<file path="config.mk">
export PLATFORM = sky130hd
export DESIGN_NAME = comment_strip_null_rewrite_top
export DESIGN_NICKNAME = d
export VERILOG_FILES = /design/src/sv/csnr_pkg.sv /design/src/sv/csnr_front.sv /design/src/sv/csnr_outq.sv /design/src/sv/csnr_engine.sv /design/src/sv/comment_strip_null_rewrite_top.sv
export VERILOG_INCLUDE_DIRS = /design/src /design/src/sv
export SDC_FILE = /design/constraint.sdc
export NUM_CORES = 1
export LEC_CHECK = 0
export ABC_AREA = 1
export BUFFER_PORTS_ARGS = -buffer_cell sky130_fd_sc_hd__buf_4
export CORE_MARGIN = 4
export CORE_UTILIZATION = 30
export CTS_CLUSTER_SIZE = 12
export DETAILED_ROUTE_END_ITERATION = 7
export PLACE_DENSITY = 0.52
export SYNTH_ARGS = -nofsm -noshare
export SYNTH_HDL_FRONTEND = slang
export SYNTH_SLANG_ARGS = --single-unit
</file>
<file path="constraint.sdc">
create_clock -name clock -period 8.1 [get_ports clock]
set_input_delay 1.62 -clock clock [delete_from_list [all_inputs] [get_ports clock]]
set_output_delay 1.62 -clock clock [all_outputs]
set_load 0.1 [all_outputs]
</file>
<file path="src/sv/comment_strip_null_rewrite_top_macros.svh">
// ----------------------------------------------------------------------------
// Comment strip / null rewrite: assertion macros
// Shared concurrent assertion forms. They are clocked on clock and
// disabled during reset.
// ----------------------------------------------------------------------------
`ifndef COMMENT_STRIP_NULL_REWRITE_TOP_MACROS_SVH
`define COMMENT_STRIP_NULL_REWRITE_TOP_MACROS_SVH

// Same-cycle implication
`define CSNR_ASSERT_IMP(lbl, ant, con, msg) \
   lbl: assert property (@(posedge clock) disable iff (reset) (ant) |-> (con)) \
      else $error(msg);

// Next-cycle implication
`define CSNR_ASSERT_NXT(lbl, ant, con, msg) \
   lbl: assert property (@(posedge clock) disable iff (reset) (ant) |=> (con)) \
      else $error(msg);

`endif

</file>
<file path="src/sv/csnr_pkg.sv">
// ----------------------------------------------------------------------------
// Comment strip / null rewrite: package
// Item types, queue sizes and character codes shared by the block.
// ----------------------------------------------------------------------------
package csnr_pkg;

   // Input and output queue geometry
   localparam int unsigned IQ_DEPTH = 4;
   localparam int unsigned IQ_PTR_W = $clog2(IQ_DEPTH);
   localparam int unsigned IQ_CNT_W = $clog2(IQ_DEPTH + 1);
   localparam int unsigned OQ_DEPTH = 4;
   localparam int unsigned OQ_PTR_W = $clog2(OQ_DEPTH);
   localparam int unsigned OQ_CNT_W = $clog2(OQ_DEPTH + 1);

   // Decision window: four held bytes plus the incoming one
   localparam int unsigned WIN_DEPTH = 5;
   localparam int unsigned WIN_CNT_W = 3;

   // Builder call trailer
   localparam int unsigned BUILD_LEN   = 21;
   localparam int unsigned BUILD_IDX_W = 5;
   localparam logic [BUILD_IDX_W-1:0] BUILD_LAST_IDX = BUILD_IDX_W'(BUILD_LEN - 1);

   // Character codes
   localparam logic [7:0] CH_NUL    = 8'h00;
   localparam logic [7:0] CH_NL     = 8'h0A;
   localparam logic [7:0] CH_DQUOTE = 8'h22;
   localparam logic [7:0] CH_SQUOTE = 8'h27;
   localparam logic [7:0] CH_DASH   = 8'h2D;
   localparam logic [7:0] CH_LBRACK = 8'h5B;
   localparam logic [7:0] CH_BSLASH = 8'h5C;
   localparam logic [7:0] CH_RBRACK = 8'h5D;
   localparam logic [7:0] CH_UNDER  = 8'h5F;
   localparam logic [7:0] CH_I      = 8'h69;
   localparam logic [7:0] CH_L      = 8'h6C;
   localparam logic [7:0] CH_N      = 8'h6E;
   localparam logic [7:0] CH_U      = 8'h75;

   // One accepted input word, classified
   typedef struct packed {
      logic [7:0] data;
      logic       last;
      logic       present;   // data is a real character (nonzero)
   } item_type;

   // Head of the input queue as seen by the engine
   typedef struct packed {
      logic     avail;
      item_type item;
   } fq_head_type;

   // One result word
   typedef struct packed {
      logic [7:0] data;
      logic       last;
   } result_type;

   // Write side of the output queue
   typedef struct packed {
      logic       push;
      result_type word;
   } oq_write_type;

endpackage

</file>
<file path="src/sv/csnr_front.sv">
// ----------------------------------------------------------------------------
// Comment strip / null rewrite: front end
// Accepts input words, flags real characters and queues them for the engine.
// ----------------------------------------------------------------------------
module csnr_front (
   input  logic                   clock,
   input  logic                   reset,
   input  logic                   push,
   output logic                   full,
   input  logic [7:0]             req_in_byte,
   input  logic                   req_in_last,
   output csnr_pkg::fq_head_type  head,
   input  logic                   take
);
   import csnr_pkg::*;

   item_type              mem_ff [IQ_DEPTH];
   logic [IQ_PTR_W-1:0]   wr_ptr_ff, wr_ptr_in;
   logic [IQ_PTR_W-1:0]   rd_ptr_ff, rd_ptr_in;
   logic [IQ_CNT_W-1:0]   count_ff, count_in;
   logic                  wr_en;
   logic                  rd_en;
   item_type              new_item;

   // classify incoming word
   always_comb begin
      new_item.data    = req_in_byte;
      new_item.last    = req_in_last;
      new_item.present = (req_in_byte != CH_NUL);
   end

   assign full  = (count_ff == IQ_CNT_W'(IQ_DEPTH));
   assign wr_en = push && !full;
   assign rd_en = take && (count_ff != '0);

   assign head.avail = (count_ff != '0);
   assign head.item  = mem_ff[rd_ptr_ff];

   // pointer and count update
   always_comb begin
      wr_ptr_in = wr_en ? wr_ptr_ff + 1'b1 : wr_ptr_ff;
      rd_ptr_in = rd_en ? rd_ptr_ff + 1'b1 : rd_ptr_ff;
      count_in  = count_ff;
      if (wr_en && !rd_en) begin
         count_in = count_ff + 1'b1;
      end else if (!wr_en && rd_en) begin
         count_in = count_ff - 1'b1;
      end
   end

   always_ff @(posedge clock) begin
      if (reset) begin
         wr_ptr_ff <= '0;
         rd_ptr_ff <= '0;
         count_ff  <= '0;
      end else begin
         wr_ptr_ff <= wr_ptr_in;
         rd_ptr_ff <= rd_ptr_in;
         count_ff  <= count_in;
      end
   end

   // queue storage
   always_ff @(posedge clock) begin
      if (wr_en) begin
         mem_ff[wr_ptr_ff] <= new_item;
      end
   end

endmodule

</file>
<file path="src/sv/csnr_outq.sv">
// ----------------------------------------------------------------------------
// Comment strip / null rewrite: output queue
// Holds rewritten words until the consumer pops them.
// ----------------------------------------------------------------------------
module csnr_outq (
   input  logic                   clock,
   input  logic                   reset,
   input  csnr_pkg::oq_write_type wr,
   output logic                   oq_full,
   output logic                   empty,
   input  logic                   pop,
   output logic [7:0]             rsp_out_byte,
   output logic                   rsp_out_last
);
   import csnr_pkg::*;

   result_type            mem_ff [OQ_DEPTH];
   logic [OQ_PTR_W-1:0]   wr_ptr_ff, wr_ptr_in;
   logic [OQ_PTR_W-1:0]   rd_ptr_ff, rd_ptr_in;
   logic [OQ_CNT_W-1:0]   count_ff, count_in;
   logic                  wr_en;
   logic                  rd_en;

   assign oq_full = (count_ff == OQ_CNT_W'(OQ_DEPTH));
   assign empty   = (count_ff == '0);
   assign wr_en   = wr.push && !oq_full;
   assign rd_en   = pop && !empty;

   assign rsp_out_byte = mem_ff[rd_ptr_ff].data;
   assign rsp_out_last = mem_ff[rd_ptr_ff].last;

   // pointer and count update
   always_comb begin
      wr_ptr_in = wr_en ? wr_ptr_ff + 1'b1 : wr_ptr_ff;
      rd_ptr_in = rd_en ? rd_ptr_ff + 1'b1 : rd_ptr_ff;
      count_in  = count_ff;
      if (wr_en && !rd_en) begin
         count_in = count_ff + 1'b1;
      end else if (!wr_en && rd_en) begin
         count_in = count_ff - 1'b1;
      end
   end

   always_ff @(posedge clock) begin
      if (reset) begin
         wr_ptr_ff <= '0;
         rd_ptr_ff <= '0;
         count_ff  <= '0;
      end else begin
         wr_ptr_ff <= wr_ptr_in;
         rd_ptr_ff <= rd_ptr_in;
         count_ff  <= count_in;
      end
   end

   // queue storage
   always_ff @(posedge clock) begin
      if (wr_en) begin
         mem_ff[wr_ptr_ff] <= wr.word;
      end
   end

endmodule

</file>
<file path="src/sv/csnr_engine.sv">
// ----------------------------------------------------------------------------
// Comment strip / null rewrite: engine
// Holds the lookahead window and lexer flags, decides one character position
// per step and emits the rewritten text, the end-of-text flush and trailer.
// ----------------------------------------------------------------------------
`include "comment_strip_null_rewrite_top_macros.svh"

module csnr_engine (
   input  logic                   clock,
   input  logic                   reset,
   input  logic                   csr_valid,
   output logic                   csr_ready,
   input  logic                   csr_append_builder_call,
   input  csnr_pkg::fq_head_type  head,
   output logic                   take,
   input  logic                   oq_full,
   output csnr_pkg::oq_write_type wr
);
   import csnr_pkg::*;

   typedef enum logic [2:0] {
      ST_RUN,
      ST_NIL_I,
      ST_NIL_L,
      ST_FLUSH,
      ST_BUILD,
      ST_END
   } state_type;

   // letters, digits and underscore
   function automatic logic is_word(input logic [7:0] c);
      return ((c >= 8'h30) && (c <= 8'h39)) || ((c >= 8'h41) && (c <= 8'h5A)) ||
             ((c >= 8'h61) && (c <= 8'h7A)) || (c == CH_UNDER);
   endfunction

   // trailer text: newline, then build(Project:new())
   function automatic logic [7:0] build_char(input logic [BUILD_IDX_W-1:0] idx);
      logic [7:0] c;
      unique case (idx)
         5'd0:    c = CH_NL;
         5'd1:    c = 8'h62; // b
         5'd2:    c = 8'h75; // u
         5'd3:    c = 8'h69; // i
         5'd4:    c = 8'h6C; // l
         5'd5:    c = 8'h64; // d
         5'd6:    c = 8'h28; // (
         5'd7:    c = 8'h50; // P
         5'd8:    c = 8'h72; // r
         5'd9:    c = 8'h6F; // o
         5'd10:   c = 8'h6A; // j
         5'd11:   c = 8'h65; // e
         5'd12:   c = 8'h63; // c
         5'd13:   c = 8'h74; // t
         5'd14:   c = 8'h3A; // :
         5'd15:   c = 8'h6E; // n
         5'd16:   c = 8'h65; // e
         5'd17:   c = 8'h77; // w
         5'd18:   c = 8'h28; // (
         5'd19:   c = 8'h29; // )
         5'd20:   c = 8'h29; // )
         default: c = CH_NUL;
      endcase
      return c;
   endfunction

   // control state
   state_type               state_ff, state_in;
   logic                    flush_ff, flush_in;
   logic                    lc_ff, lc_in;
   logic                    bc_ff, bc_in;
   logic                    sq_ff, sq_in;
   logic                    dq_ff, dq_in;
   logic                    bs_odd_ff, bs_odd_in;
   logic [7:0]              prev_ff, prev_in;
   logic [WIN_CNT_W-1:0]    cnt_ff, cnt_in;
   logic [BUILD_IDX_W-1:0]  bidx_ff, bidx_in;
   logic                    hold_v_ff, hold_v_in;
   logic                    append_ff;

   // payload
   logic [7:0]              buf_ff [WIN_DEPTH];
   logic [7:0]              buf_in [WIN_DEPTH];
   logic [7:0]              hold_ff, hold_in;

   // datapath
   logic                    go;
   logic                    add_byte;
   logic [7:0]              cmb [WIN_DEPTH];
   logic [WIN_CNT_W-1:0]    cmb_cnt;
   logic [7:0]              w [WIN_DEPTH];
   logic                    do_decide;
   logic                    sq1, dq1, lc1, bc1;
   logic [WIN_CNT_W-1:0]    k_dec;
   logic                    emit_c, emit_nil;
   logic                    bs_r;
   logic [7:0]              prev_r;
   logic [3:0]              j;
   logic [7:0]              nb [WIN_DEPTH];
   logic                    em_v;
   logic [7:0]              em_b;

   assign csr_ready = 1'b1;
   assign go        = !oq_full;
   assign take      = go && (state_ff == ST_RUN) && head.avail;
   assign add_byte  = take && head.item.present;

   // window with the incoming character appended
   always_comb begin
      for (int i = 0; i < WIN_DEPTH; i++) begin
         cmb[i] = buf_ff[i];
         if (add_byte && (cnt_ff == WIN_CNT_W'(i))) begin
            cmb[i] = head.item.data;
         end
      end
      cmb_cnt = add_byte ? cnt_ff + 1'b1 : cnt_ff;
      // positions past the text read as end of text
      for (int i = 0; i < WIN_DEPTH; i++) begin
         w[i] = (WIN_CNT_W'(i) < cmb_cnt) ? cmb[i] : CH_NUL;
      end
   end

   assign do_decide = (take && !head.item.last && (cmb_cnt == WIN_CNT_W'(WIN_DEPTH))) ||
                      ((state_ff == ST_FLUSH) && go && (cnt_ff != '0));

   // decision for the front character
   always_comb begin
      sq1      = sq_ff ^ ((w[0] == CH_SQUOTE) && !lc_ff && !bc_ff && !dq_ff && !bs_odd_ff);
      dq1      = dq_ff ^ ((w[0] == CH_DQUOTE) && !lc_ff && !bc_ff && !sq1 && !bs_odd_ff);
      lc1      = lc_ff;
      bc1      = bc_ff;
      k_dec    = WIN_CNT_W'(1);
      emit_c   = 1'b0;
      emit_nil = 1'b0;
      priority if ((w[0] == CH_DASH) && (w[1] == CH_DASH) && !sq1 && !dq1) begin
         // comment opener: block if followed by two brackets
         if ((w[2] == CH_LBRACK) && (w[3] == CH_LBRACK)) begin
            bc1   = 1'b1;
            k_dec = WIN_CNT_W'(4);
         end else begin
            lc1   = 1'b1;
            k_dec = WIN_CNT_W'(2);
         end
      end else begin
         if (w[0] == CH_NL) begin
            lc1 = 1'b0;
         end
         priority if ((w[0] == CH_RBRACK) && (w[1] == CH_RBRACK) && bc_ff) begin
            bc1   = 1'b0;
            k_dec = WIN_CNT_W'(2);
         end else if (!lc1 && !bc_ff && !sq1 && !dq1 &&
                      (w[0] == CH_N) && (w[1] == CH_U) && (w[2] == CH_L) &&
                      (w[3] == CH_L) && !is_word(prev_ff) && !is_word(w[4])) begin
            emit_nil = 1'b1;
            k_dec    = WIN_CNT_W'(4);
         end else begin
            emit_c = !lc1 && !bc_ff;
         end
      end
   end

   // retire k characters: backslash parity, previous byte, shifted window
   always_comb begin
      bs_r   = bs_odd_ff;
      prev_r = prev_ff;
      for (int i = 0; i < 4; i++) begin
         if (WIN_CNT_W'(i) < k_dec) begin
            bs_r   = (w[i] == CH_BSLASH) ? !bs_r : 1'b0;
            prev_r = w[i];
         end
      end
      for (int i = 0; i < WIN_DEPTH; i++) begin
         j = 4'(i) + {1'b0, k_dec};
         nb[i] = (j < 4'(WIN_DEPTH)) ? cmb[j[2:0]] : cmb[i];
      end
   end

   // next state and emission
   always_comb begin
      state_in  = state_ff;
      flush_in  = flush_ff;
      lc_in     = lc_ff;
      bc_in     = bc_ff;
      sq_in     = sq_ff;
      dq_in     = dq_ff;
      bs_odd_in = bs_odd_ff;
      prev_in   = prev_ff;
      cnt_in    = cnt_ff;
      bidx_in   = bidx_ff;
      hold_v_in = hold_v_ff;
      hold_in   = hold_ff;
      buf_in    = buf_ff;
      em_v      = 1'b0;
      em_b      = w[0];
      wr.push   = 1'b0;
      wr.word   = '{data: hold_ff, last: 1'b0};

      if (go) begin
         unique case (state_ff)
            ST_RUN: begin
               if (take) begin
                  buf_in = cmb;
                  cnt_in = cmb_cnt;
                  if (head.item.last) begin
                     flush_in = 1'b1;
                     state_in = ST_FLUSH;
                  end
               end
            end
            ST_NIL_I: begin
               em_v     = 1'b1;
               em_b     = CH_I;
               state_in = ST_NIL_L;
            end
            ST_NIL_L: begin
               em_v     = 1'b1;
               em_b     = CH_L;
               state_in = flush_ff ? ST_FLUSH : ST_RUN;
            end
            ST_FLUSH: begin
               if (cnt_ff == '0) begin
                  state_in = append_ff ? ST_BUILD : ST_END;
               end
            end
            ST_BUILD: begin
               em_v    = 1'b1;
               em_b    = build_char(bidx_ff);
               bidx_in = bidx_ff + 1'b1;
               if (bidx_ff == BUILD_LAST_IDX) begin
                  bidx_in  = '0;
                  state_in = ST_END;
               end
            end
            ST_END: begin
               // close the stream: last word carries the end flag
               wr.push   = hold_v_ff;
               wr.word   = '{data: hold_ff, last: 1'b1};
               hold_v_in = 1'b0;
               flush_in  = 1'b0;
               lc_in     = 1'b0;
               bc_in     = 1'b0;
               sq_in     = 1'b0;
               dq_in     = 1'b0;
               bs_odd_in = 1'b0;
               prev_in   = CH_NUL;
               cnt_in    = '0;
               state_in  = ST_RUN;
            end
            default: begin
               state_in = ST_RUN;
            end
         endcase

         // one window decision
         if (do_decide) begin
            lc_in     = lc1;
            bc_in     = bc1;
            sq_in     = sq1;
            dq_in     = dq1;
            bs_odd_in = bs_r;
            prev_in   = prev_r;
            buf_in    = nb;
            cnt_in    = cmb_cnt - k_dec;
            em_v      = emit_c || emit_nil;
            em_b      = emit_nil ? CH_N : w[0];
            if (emit_nil) begin
               state_in = ST_NIL_I;
            end
         end

         // route emission: direct while streaming, through hold while flushing
         if (em_v) begin
            if (flush_ff) begin
               wr.push   = hold_v_ff;
               wr.word   = '{data: hold_ff, last: 1'b0};
               hold_in   = em_b;
               hold_v_in = 1'b1;
            end else begin
               wr.push = 1'b1;
               wr.word = '{data: em_b, last: 1'b0};
            end
         end
      end
   end

   // control registers
   always_ff @(posedge clock) begin
      if (reset) begin
         state_ff  <= ST_RUN;
         flush_ff  <= 1'b0;
         lc_ff     <= 1'b0;
         bc_ff     <= 1'b0;
         sq_ff     <= 1'b0;
         dq_ff     <= 1'b0;
         bs_odd_ff <= 1'b0;
         prev_ff   <= CH_NUL;
         cnt_ff    <= '0;
         bidx_ff   <= '0;
         hold_v_ff <= 1'b0;
         append_ff <= 1'b0;
      end else begin
         state_ff  <= state_in;
         flush_ff  <= flush_in;
         lc_ff     <= lc_in;
         bc_ff     <= bc_in;
         sq_ff     <= sq_in;
         dq_ff     <= dq_in;
         bs_odd_ff <= bs_odd_in;
         prev_ff   <= prev_in;
         cnt_ff    <= cnt_in;
         bidx_ff   <= bidx_in;
         hold_v_ff <= hold_v_in;
         if (csr_valid) begin
            append_ff <= csr_append_builder_call;
         end
      end
   end

   // window and hold payload
   always_ff @(posedge clock) begin
      buf_ff  <= buf_in;
      hold_ff <= hold_in;
   end

   `CSNR_ASSERT_IMP(a_push_room, wr.push, !oq_full, "engine wrote into a full output queue")
   `CSNR_ASSERT_IMP(a_run_window, state_ff == ST_RUN, cnt_ff <= 3'd4, "window overfull while streaming")
   `CSNR_ASSERT_IMP(a_hold_flush, hold_v_ff, flush_ff, "held word outside a flush")
   `CSNR_ASSERT_NXT(a_last_flush, take && head.item.last, state_ff == ST_FLUSH, "last word did not start flush")
   `CSNR_ASSERT_IMP(a_build_idx, state_ff == ST_BUILD, bidx_ff <= BUILD_LAST_IDX, "trailer index out of range")

endmodule

</file>
<file path="src/sv/comment_strip_null_rewrite_top.sv">
// ----------------------------------------------------------------------------
// Comment strip / null rewrite: top level
// Streams source text through comment removal and null-to-nil rewriting.
// ----------------------------------------------------------------------------
// Words enter on push/full and leave on empty/pop, both through four-deep
// queues. The engine decides one character position per cycle from a five-byte
// window while the output queue has room, so a steady stream moves one word
// per cycle; each null rewritten to nil holds the input while the three
// output characters are written one per cycle into the output queue. A word
// with the last flag starts a flush that decides the pending characters (at
// most five), then writes the 21-character builder call when it is enabled,
// then closes the stream. The configuration write channel is always ready
// and should only be used while no text is in flight.
module comment_strip_null_rewrite_top (
   input  logic       clock,
   input  logic       reset,
   input  logic       push,
   output logic       full,
   input  logic [7:0] req_in_byte,
   input  logic       req_in_last,
   output logic       empty,
   input  logic       pop,
   output logic [7:0] rsp_out_byte,
   output logic       rsp_out_last,
   input  logic       csr_valid,
   output logic       csr_ready,
   input  logic       csr_append_builder_call
);
   import csnr_pkg::*;

   fq_head_type   head;
   logic          take;
   logic          oq_full;
   oq_write_type  wr;

   // input queue
   csnr_front u_front (
      .clock       (clock),
      .reset       (reset),
      .push        (push),
      .full        (full),
      .req_in_byte (req_in_byte),
      .req_in_last (req_in_last),
      .head        (head),
      .take        (take)
   );

   // window, lexer state and rewriting
   csnr_engine u_engine (
      .clock                   (clock),
      .reset                   (reset),
      .csr_valid               (csr_valid),
      .csr_ready               (csr_ready),
      .csr_append_builder_call (csr_append_builder_call),
      .head                    (head),
      .take                    (take),
      .oq_full                 (oq_full),
      .wr                      (wr)
   );

   // result queue
   csnr_outq u_outq (
      .clock        (clock),
      .reset        (reset),
      .wr           (wr),
      .oq_full      (oq_full),
      .empty        (empty),
      .pop          (pop),
      .rsp_out_byte (rsp_out_byte),
      .rsp_out_last (rsp_out_last)
   );

endmodule

</file>
==> metrics <==
Chip Width 201 µm; MaxCap Viol Count 0; IO buf count 25; number of synthesized register bits 176; final worst-path cycle share 0.765; CP max FO 40; max incr delay on CP 720 ps; number of failing setup endpoints in the final timing report 0; CP cell instances inv_4 > nand2_1 > nand3_2 > nand2_4 > nand2_8 > nor2_4 > nand2_1 > o21ai_1 > inv_1 > nor2_1 > nor3_1 > nand3_1 > nand3_1 > nor2_2 > nand3_4 > nand2_2 > buf_4 > inv_4 > ha_1 > inv_1 > or2_2 > nand3_1 > a22oi_2; number of synthesized flops with an enable pin 124; mean area per synthesized cell 8.05 µm²; average detailed-routed wire length per instance 18.6 µm; DP Worst Slack 2040 ps; die outline area 40500 µm²; remaining routing DRC violations 0; PostCTS Resize Cnt 0; family of cells with the greatest summed delay on the critical path simple AND/OR/NAND/NOR gates; IO Count 27; synthesized netlist cell count 1393; first-pass GRT wire length 54200 µm; Hold Path Class reg -> reg; highest ir drop seen on vdd 0.189 mV; fmax 161 MHz; tightest slew margin relative to the limit 0.218; critical path arrival 6380 ps; slowest stage cell, crit path sky130_fd_sc_hd__dfxtp_1; initial standard-cell utilization of the core 0.305; antenna violations before repair 0; FFs w/ async S/R, synth 0; crit path buf inv count 5; half-perimeter wire length after detailed placement 26300 µm; Fin. Hold Viols 0; largest area contributor in the synthesized netlist sky130_fd_sc_hd__edfxtp_1; root buf cell sky130_fd_sc_hd__clkbuf_16; max-slew violation count 0; Lkg Pwr 4.90 nW; crit path setup slack, layout 1900 ps; drt via density 5.19; height of the die 201 µm; time the worst path needs with I/O delays and setup 6200 ps; Filler cells 3915; Worst-Skew Late Latency 440 ps; maximum number of pins on one net before global-route repair 42; layout net count 1456; critical path launch point type flop; DRT antenna net count 0; actual transition at the worst max-transition pin 1160 ps; area share of the largest cell type after synthesis 0.332; power density of the placed cells 426 nW/µm²; sequential-to-total area share from yosys stat 0.425; setup TNS after final layout 0 ps; top area cells in the synthesized netlist sky130_fd_sc_hd__edfxtp_1 33%, sky130_fd_sc_hd__nand2_1 9.5%, sky130_fd_sc_hd__dfxtp_1 9.3%; global-route usage over all layers 0.169; yosys warns 0; maximum count of clock buffers along a single path 2; commonest register cell after synthesis sky130_fd_sc_hd__edfxtp_1; gpl congestion 1.03; overall via count from detail_route 9780; post-route clock skew 14.9 ps; kind of critical path reg -> reg; endpoint type of the worst setup path flop; worst path required time 8280 ps; post-synthesis cell area 11200 µm²; cell type with the highest occurrence count on the critical path sky130_fd_sc_hd__nand3_1; unrepaired setup endpoints after global routing no; antenna fix cells 0; Post-CTS Setup Repair Bufs 0; layout cell share with drive strength beyond 1 0.136; total wire length 35100 µm; overflow left after global routing 0; number of search-and-repair iterations in the first detailed-routing pass 8; CTS tree done; Worst Hold Margin 468 ps; Hold Path Origin u_engine.prev_ff[6]; core area 36800 µm²; Starting DRT DRC Count 834; number of distinct library cells after synthesis 67; nets in the synthesized netlist 1445; Post-CTS Hold Buffers 0; H-tree depth 4; number of clock sinks 176; CTS Buf Count 17; via count of the first global-routing pass 9391; outcome completed; P&R area growth vs syn 10.2%; Reg clk slew, reported paths 80 ps; FP Rows 70
-- sequential cells by signal (all words and copies together) (netlist names), 3 cells and up, named ones only --
name,cells
u_engine.bidx_ff,5
u_engine.buf_ff,40
u_engine.cnt_ff,3
u_engine.hold_ff,8
u_engine.prev_ff,8
u_engine.state_ff,3
u_front.count_ff,3
u_front.mem_ff,40
u_outq.count_ff,3
u_outq.mem_ff,36
-- stage by stage --
| step | area (µm²) | power, mW | instances | util |
|---|---|---|---|---|
| global placement | 11800 | 4.41 | 1853 | 0.320 |
| floorplan | 11200 | 3.54 | 1393 | - |
| finish | 12400 | 5.26 | 1885 | 0.336 |
| CTS | 12400 | 5.25 | 1885 | 0.336 |
| global route | 12400 | 5.60 | 1885 | 0.336 |
| detailed placement | 11800 | 4.41 | 1853 | 0.320 |
-- Yosys cell counts, types with 11 or more instances --
master	number
sky130_fd_sc_hd__nand2_2	20
sky130_fd_sc_hd__edfxtp_1	124
sky130_fd_sc_hd__o22ai_1	18
sky130_fd_sc_hd__inv_1	163
sky130_fd_sc_hd__nor2_1	142
sky130_fd_sc_hd__inv_2	15
sky130_fd_sc_hd__nor3_1	27
sky130_fd_sc_hd__dfxtp_1	52
sky130_fd_sc_hd__o211ai_1	11
sky130_fd_sc_hd__a31oi_1	17
sky130_fd_sc_hd__o21ai_1	30
sky130_fd_sc_hd__o21ai_2	16
sky130_fd_sc_hd__a21oi_1	69
sky130_fd_sc_hd__nand2_1	284
sky130_fd_sc_hd__o21ai_0	96
sky130_fd_sc_hd__nand2_4	13
sky130_fd_sc_hd__ha_1	34
sky130_fd_sc_hd__nand3_1	84
sky130_fd_sc_hd__clkbuf_1	12
sky130_fd_sc_hd__nand4_1	23
-- worst min-delay path, cell delays in order, from the launching register on --
cell and delay, ps:
sky130_fd_sc_hd__dfxtp_1 310, sky130_fd_sc_hd__nand2_1 60, sky130_fd_sc_hd__a21oi_1 50
-- area by class of cell --
cell class,instances,area (µm²),share of cell area
flip-flops and latches,176,4760,0.385
clock buffers,18,450,0.0364
inverters,186,712,0.0576
clock inverters,14,136,0.0110
well taps,468,586,0.0474
repair buffers,31,233,0.0188
multi-input cells,992,5480,0.443
-- final timing paths --
path                         end  slack [ps]  cells after the start
max          u_engine.buf_ff[15]        1900                     23
min reg2reg  u_engine.prev_ff[6]         470                      2
min          u_engine.prev_ff[6]         470                      2
max reg2reg  u_engine.buf_ff[15]        1900                     23
-- kinds of logic after synthesis --
logic type                 synth area share
other                              0.000334
xor gates and xnor gates            0.00312
AOI/OAI and AO/OA                     0.167
and+or+nand+nor                       0.275
buffers and inverters                0.0868
adders and majority gates            0.0433
DFF                                   0.425
-- power breakdown --
part | switching [mW] | internal [mW]
registers | 0.110 | 1.36
logic | 2.22 | 0.739
clock network | 0.410 | 0.428
total | 2.74 | 2.52
-- cell usage in the layout, fill, tap and decap left out, types with 3 or more instances in the layout --
master	count
sky130_fd_sc_hd__nand2_1	283
sky130_fd_sc_hd__dfxtp_1	52
sky130_fd_sc_hd__nand3_4	4
sky130_fd_sc_hd__o21ai_0	96
sky130_fd_sc_hd__nor2_1	142
sky130_fd_sc_hd__o21ai_2	16
sky130_fd_sc_hd__inv_6	3
sky130_fd_sc_hd__o21ai_1	30
sky130_fd_sc_hd__clkbuf_16	18
sky130_fd_sc_hd__buf_4	31
sky130_fd_sc_hd__o211ai_1	11
sky130_fd_sc_hd__nor3_1	27
sky130_fd_sc_hd__nand2_2	21
sky130_fd_sc_hd__nor4_1	7
sky130_fd_sc_hd__o21a_1	6
sky130_fd_sc_hd__nand3_2	5
sky130_fd_sc_hd__inv_4	7
sky130_fd_sc_hd__a22oi_1	10
sky130_fd_sc_hd__inv_2	15
sky130_fd_sc_hd__nand4_1	23
sky130_fd_sc_hd__a31oi_1	17
sky130_fd_sc_hd__nor2_2	10
sky130_fd_sc_hd__inv_8	4
sky130_fd_sc_hd__o22ai_1	18
sky130_fd_sc_hd__nor3_2	3
sky130_fd_sc_hd__nor2_4	5
sky130_fd_sc_hd__nand3_1	84
sky130_fd_sc_hd__or2_2	4
sky130_fd_sc_hd__a21oi_1	69
sky130_fd_sc_hd__nand2_4	13
sky130_fd_sc_hd__a22oi_2	8
sky130_fd_sc_hd__fa_1	3
sky130_fd_sc_hd__ha_1	34
sky130_fd_sc_hd__edfxtp_1	124
sky130_fd_sc_hd__inv_1	163
sky130_fd_sc_hd__a21oi_2	5
-- per-layer routing --
layer / part of all wire / GRT usage / wire length (µm) / vias to the layer above
met5: 0 / 0 / 0 / -
met2: 0.45 / 0.270 / 15800 / 361
li1: - / - / - / 4748
met1: 0.45 / 0.230 / 15700 / 4604
met4: 0.037 / 0.0654 / 1290 / 0
met3: 0.067 / 0.0297 / 2350 / 67
(Power assumes the default switching activity.)
